==> config.mk <==
export PLATFORM = sky130hd
export DESIGN_NAME = kli_ctrl
export DESIGN_NICKNAME = d
export VERILOG_FILES = /design/src/rtl/core/kli_pkg.sv /design/src/rtl/core/kli_ctrl.sv
export SDC_FILE = /design/constraint.sdc
export NUM_CORES = 1
export LEC_CHECK = 0
export ABC_AREA = 1
export ABC_CLOCK_PERIOD_IN_PS = 1800
export BUFFER_PORTS_ARGS = -buffer_cell sky130_fd_sc_hd__buf_2
export CAP_MARGIN = 20
export CORE_AREA = 2 2 39 41
export DETAILED_ROUTE_END_ITERATION = 10
export DIE_AREA = 0 0 41 43
export PLACE_DENSITY_LB_ADDON = 0.25
export SYNTH_ARGS = -nofsm -noshare
export SYNTH_HDL_FRONTEND = slang
export SYNTH_SLANG_ARGS = --single-unit
==> constraint.sdc <==
create_clock -name clk_i -period 1.8 [get_ports clk_i]
set_input_delay 0.18 -clock clk_i [delete_from_list [all_inputs] [get_ports clk_i]]
set_output_delay 0.18 -clock clk_i [all_outputs]
set_load 0.005 [all_outputs]
==> src/rtl/core/kli_pkg.sv <==
// Shared types and constants of the keyframe interpolator.
// No dependencies; used by every module of the block except kli_ram.
package kli_pkg;

  localparam int TIME_W     = 24;
  localparam int VAL_W      = 24;
  localparam int KEY_IDX_W  = 6;
  localparam int CNT_W      = 7;
  localparam int SEG_W      = 6;
  localparam int FRAC_W     = 16;
  localparam int FAC_W      = FRAC_W + 1;
  localparam int DIV_STEPS  = FRAC_W;
  localparam int COMP_N     = 3;
  localparam int IN_DATA_W  = 128;
  localparam int OUT_DATA_W = 80;

  localparam logic [FAC_W-1:0] FACTOR_ONE  = FAC_W'(1) << FRAC_W;
  localparam logic [CNT_W-1:0] COUNT_RESET = CNT_W'(1);

  localparam logic KIND_WRITE = 1'b0;
  localparam logic KIND_QUERY = 1'b1;

  typedef enum logic [2:0] {
    ST_IDLE,
    ST_SEARCH,
    ST_PREP,
    ST_CLASS,
    ST_DIV,
    ST_MUL,
    ST_ADD,
    ST_OUT
  } kli_state_e;

  typedef struct packed {
    logic signed [VAL_W-1:0] z;
    logic signed [VAL_W-1:0] y;
    logic signed [VAL_W-1:0] x;
    logic [TIME_W-1:0]       t;
  } kli_key_t;

  typedef struct packed {
    logic [TIME_W-1:0]       query_time;
    logic signed [VAL_W-1:0] value_z;
    logic signed [VAL_W-1:0] value_y;
    logic signed [VAL_W-1:0] value_x;
    logic [TIME_W-1:0]       key_time;
    logic [KEY_IDX_W-1:0]    key_index;
  } kli_in_t;

  typedef struct packed {
    logic wr_key;
    logic start;
    logic step;
    logic seg_hit;
    logic seg_last;
    logic prep;
    logic classify;
    logic div_step;
    logic mul;
    logic add;
    logic out_load;
  } kli_cmd_t;

  typedef struct packed {
    logic hit;
    logic last;
    logic div_run;
    logic div_done;
    logic comp_last;
    logic out_free;
  } kli_sts_t;

endpackage

==> src/rtl/core/kli_ctrl.sv <==
// Sequencer of the keyframe interpolator: key writes, search, divide, blend, output.
// Depends on kli_pkg.
module kli_ctrl (
  input  logic              clk_i,
  input  logic              rst_ni,
  input  logic              s_valid_i,
  input  logic              kind_i,
  output logic              s_ready_o,
  input  kli_pkg::kli_sts_t sts_i,
  output kli_pkg::kli_cmd_t cmd_o
);

  kli_pkg::kli_state_e state_q, state_d;

  always_ff @(posedge clk_i or negedge rst_ni) begin
    if (!rst_ni) begin
      state_q <= kli_pkg::ST_IDLE;
    end else begin
      state_q <= state_d;
    end
  end

  always_comb begin
    state_d   = state_q;
    cmd_o     = '0;
    s_ready_o = 1'b0;
    unique case (state_q)
      kli_pkg::ST_IDLE: begin
        s_ready_o = 1'b1;
        if (s_valid_i) begin
          if (kind_i == kli_pkg::KIND_WRITE) begin
            cmd_o.wr_key = 1'b1;
          end else begin
            cmd_o.start = 1'b1;
            state_d     = kli_pkg::ST_SEARCH;
          end
        end
      end
      kli_pkg::ST_SEARCH: begin
        if (sts_i.hit) begin
          cmd_o.seg_hit = 1'b1;
          state_d       = kli_pkg::ST_PREP;
        end else if (sts_i.last) begin
          cmd_o.seg_last = 1'b1;
          state_d        = kli_pkg::ST_MUL;
        end else begin
          cmd_o.step = 1'b1;
        end
      end
      kli_pkg::ST_PREP: begin
        cmd_o.prep = 1'b1;
        state_d    = kli_pkg::ST_CLASS;
      end
      kli_pkg::ST_CLASS: begin
        cmd_o.classify = 1'b1;
        state_d        = sts_i.div_run ? kli_pkg::ST_DIV : kli_pkg::ST_MUL;
      end
      kli_pkg::ST_DIV: begin
        cmd_o.div_step = 1'b1;
        if (sts_i.div_done) begin
          state_d = kli_pkg::ST_MUL;
        end
      end
      kli_pkg::ST_MUL: begin
        cmd_o.mul = 1'b1;
        state_d   = kli_pkg::ST_ADD;
      end
      kli_pkg::ST_ADD: begin
        cmd_o.add = 1'b1;
        state_d   = sts_i.comp_last ? kli_pkg::ST_OUT : kli_pkg::ST_MUL;
      end
      kli_pkg::ST_OUT: begin
        if (sts_i.out_free) begin
          cmd_o.out_load = 1'b1;
          state_d        = kli_pkg::ST_IDLE;
        end
      end
      default: begin
        state_d = kli_pkg::ST_IDLE;
      end
    endcase
  end

endmodule

==> results.txt <==
Max Slew Vio Count -> 0
Fmax -> 0.678 GHz
Crit Reg-Reg Startpoint -> state_q[1]$_DFFE_PN0P_
Vias post-DR -> 417
Max FFs per register -> 3
Reg2reg path depth -> 6
Clock latency on the worst-skew pair -> 230 ps
Pre-antenna DRT Iters -> 5
Nets -> 93
Overflow after GRT -> 0
Synth unique cells -> 15
R2r setup slk -> 620 ps
Syn_area_per_cell -> 5.82 µm²
Worst slew margin -> 74.6%
Unrepaired setup endpoints after global routing -> no
Worst Tran Pin Value -> 381 ps
Fraction of layout cells with a size suffix above 1 -> 39.0%
Pin count of the biggest net entering global routing -> 9
Die Width -> 41 µm
Most frequent cell after synthesis -> nand2_1
Critical Path AT -> 1290 ps
PD cells -> 1510 nW/µm²
Area leader, netlist -> dfrtp_1
Flops & latches, synth -> 3
Register area share after synthesis -> 22.6%
Static leakage -> 0.000321 µW
Worst Clk Skew -> 5.46 ps
Req. time, crit path -> 1620 ps
First-pass GRT wire length -> 1500 µm
DR iter-0 viols -> 7
Final period util -> 81.9%
Critical path class -> flop to output pin
Die area -> 1760 µm²
# port buffers -> 21
Hold Violations, Final -> 0
Status -> finished clean
Dpl cell area -> 449 µm²
Hold depth -> 3
Peak VDD IR -> 0.000370 V
# diodes -> 0
Post-DP HPWL -> 743 µm
Final instance area -> 485 µm²
Final setup violation count -> 0
Asr flop ratio synth -> 100%
Number of max-cap violations -> 0
Worst-path fanout max -> 5
Clk slew on worst S/H paths -> 40 ps
Initial antenna violation count -> 0
Wirelength per Cell -> 8.92 µm
Final min period -> 1470 ps
Core area -> 1380 µm²
GRT Resource Usage Total -> 12.7%
Remaining DRCs -> 0
CTS tree -> built
Hold_sp -> sts_i[1]
Top reg by flops -> state_q
Clk root buf -> clkbuf_4
Area Overhead vs Synth -> 46.4%
Row count -> 14
Post-synth top area share -> 22.6%
Io pins -> 22
DIE HEIGHT -> 43 µm
Yosys warns -> 0
Starting Density -> 24.0%
Post-Syn Instances -> 57
TritonCTS buffer count -> 3
Ranking of synthesized cells by area -> dfrtp_1, nand2_1, inv_1, nor2_1, nand3_1
Critical path launch point type -> flop
CTS Buffer Depth -> 2
Routed vias/inst -> 4.26
Post-synth top cells -> nand2_1, inv_1, nor2_1, nand3_1
Post-synth EDFFs -> 0
RR Endpoint -> state_q[2]$_DFFE_PN0P_
Critical Path End Type -> output pin
Final Wtd Congestion -> 0.759
Fin Setup TNS -> 0 ps
Number of instances resized during post-cts repair -> 0
Syn Nets -> 67
Vias in the first global route -> 367
Final antenna-violating net count -> 0
Hold Crit Class -> input port to flop
H-tree depth -> 1
Synth Flop Type -> dfrtp_1
Overall routed net length -> 874 µm
WHS Endpoint -> state_q[1]$_DFFE_PN0P_
Sink Count -> 3
Synthesized area -> 332 µm²
Top flop regs -> state_q: 3 flops
how the worst max path moves through the flow:
stage	start	end	slack [ps]	cells after the start
2_1_floorplan	state_q[1]$_DFFE_PN0P_	cmd_o[10]	720	5
3_3_place_gp	state_q[1]$_DFFE_PN0P_	cmd_o[10]	550	6
3_5_place_dp	state_q[0]$_DFFE_PN0P_	cmd_o[10]	580	6
4_1_cts	state_q[1]$_DFFE_PN0P_	cmd_o[10]	310	6
5_1_grt	state_q[1]$_DFFE_PN0P_	cmd_o[10]	180	6
6_report	state_q[1]$_DFFE_PN0P_	cmd_o[10]	330	6
cell families after synthesis:
| family | share of synthesized area [%] |
|---|---|
| simple gates | 59.6 |
| buf+inv | 17.7 |
| flops | 22.6 |
stage by stage:
| step | instances | worst slack (ps) | total power [µW] | hold WS [ps] | utilization, % |
|---|---|---|---|---|---|
| after floorplan | 57 | 719 | 493 | -116 | - |
| after global placement | 93 | 548 | 617 | -24.1 | 32.5 |
| after detailed placement | 93 | 580 | 618 | -22.3 | 32.5 |
| after CTS | 98 | 313 | 746 | 205 | 35.1 |
| after global routing | 98 | 180 | 832 | 218 | 35.1 |
| final | 98 | 325 | 735 | 197 | 35.1 |
worst max-delay path, cell delays in order, from the launching register on:
cell	delay, ps
dfrtp_1	450
nor2_1	210
nand2_1	100
inv_1	70
nand2_1	50
nor2_1	70
buf_2	110
power breakdown:
part	switching (µW)	total, µW	internal [µW]
Combinational	250	423	173
Sequential	90.8	196	105
Clock	32.9	116	82.9
Total	374	735	361
routing by layer:
| layer | track usage, % | share of wire [%] | up-vias |
|---|---|---|---|
| met2 | 19.4 | 47 | 18 |
| met1 | 15.8 | 46 | 173 |
| met3 | 4.71 | 6.8 | 0 |
| li1 | - | - | 226 |
| met5 | 0 | 0 | - |
| met4 | 4.00 | 0 | 0 |
layout make-up:
type | count | area [µm²]
Fill cell | 163 | 898
Multi-Input combinational cell | 40 | 198
Timing Repair Buffer | 22 | 115
Sequential cell | 3 | 75.1
Inverter | 13 | 51.3
Clock buffer | 4 | 26.3
Tap cell | 16 | 20.0
timing repair:
action | CTS | global route
hold endpoints to repair | 3 | 0
setup buffers | 0 | 0
hold buffers | 1 | 0
cell usage in the layout, fill, tap and decap left out:
cell type / count
inv_2: 1
buf_2: 21
dfrtp_1: 3
inv_1: 10
nand4_1: 2
nor2_1: 9
inv_4: 1
nor3_1: 3
nand3_2: 2
nand2_1: 15
nand2_2: 1
nor2_4: 2
clkinv_1: 1
dlygate4sd3_1: 1
nand3_1: 5
clkbuf_4: 3
nor2_2: 1
clkbuf_1: 1
No activity file was read; power rests on OpenSTA's default activity.
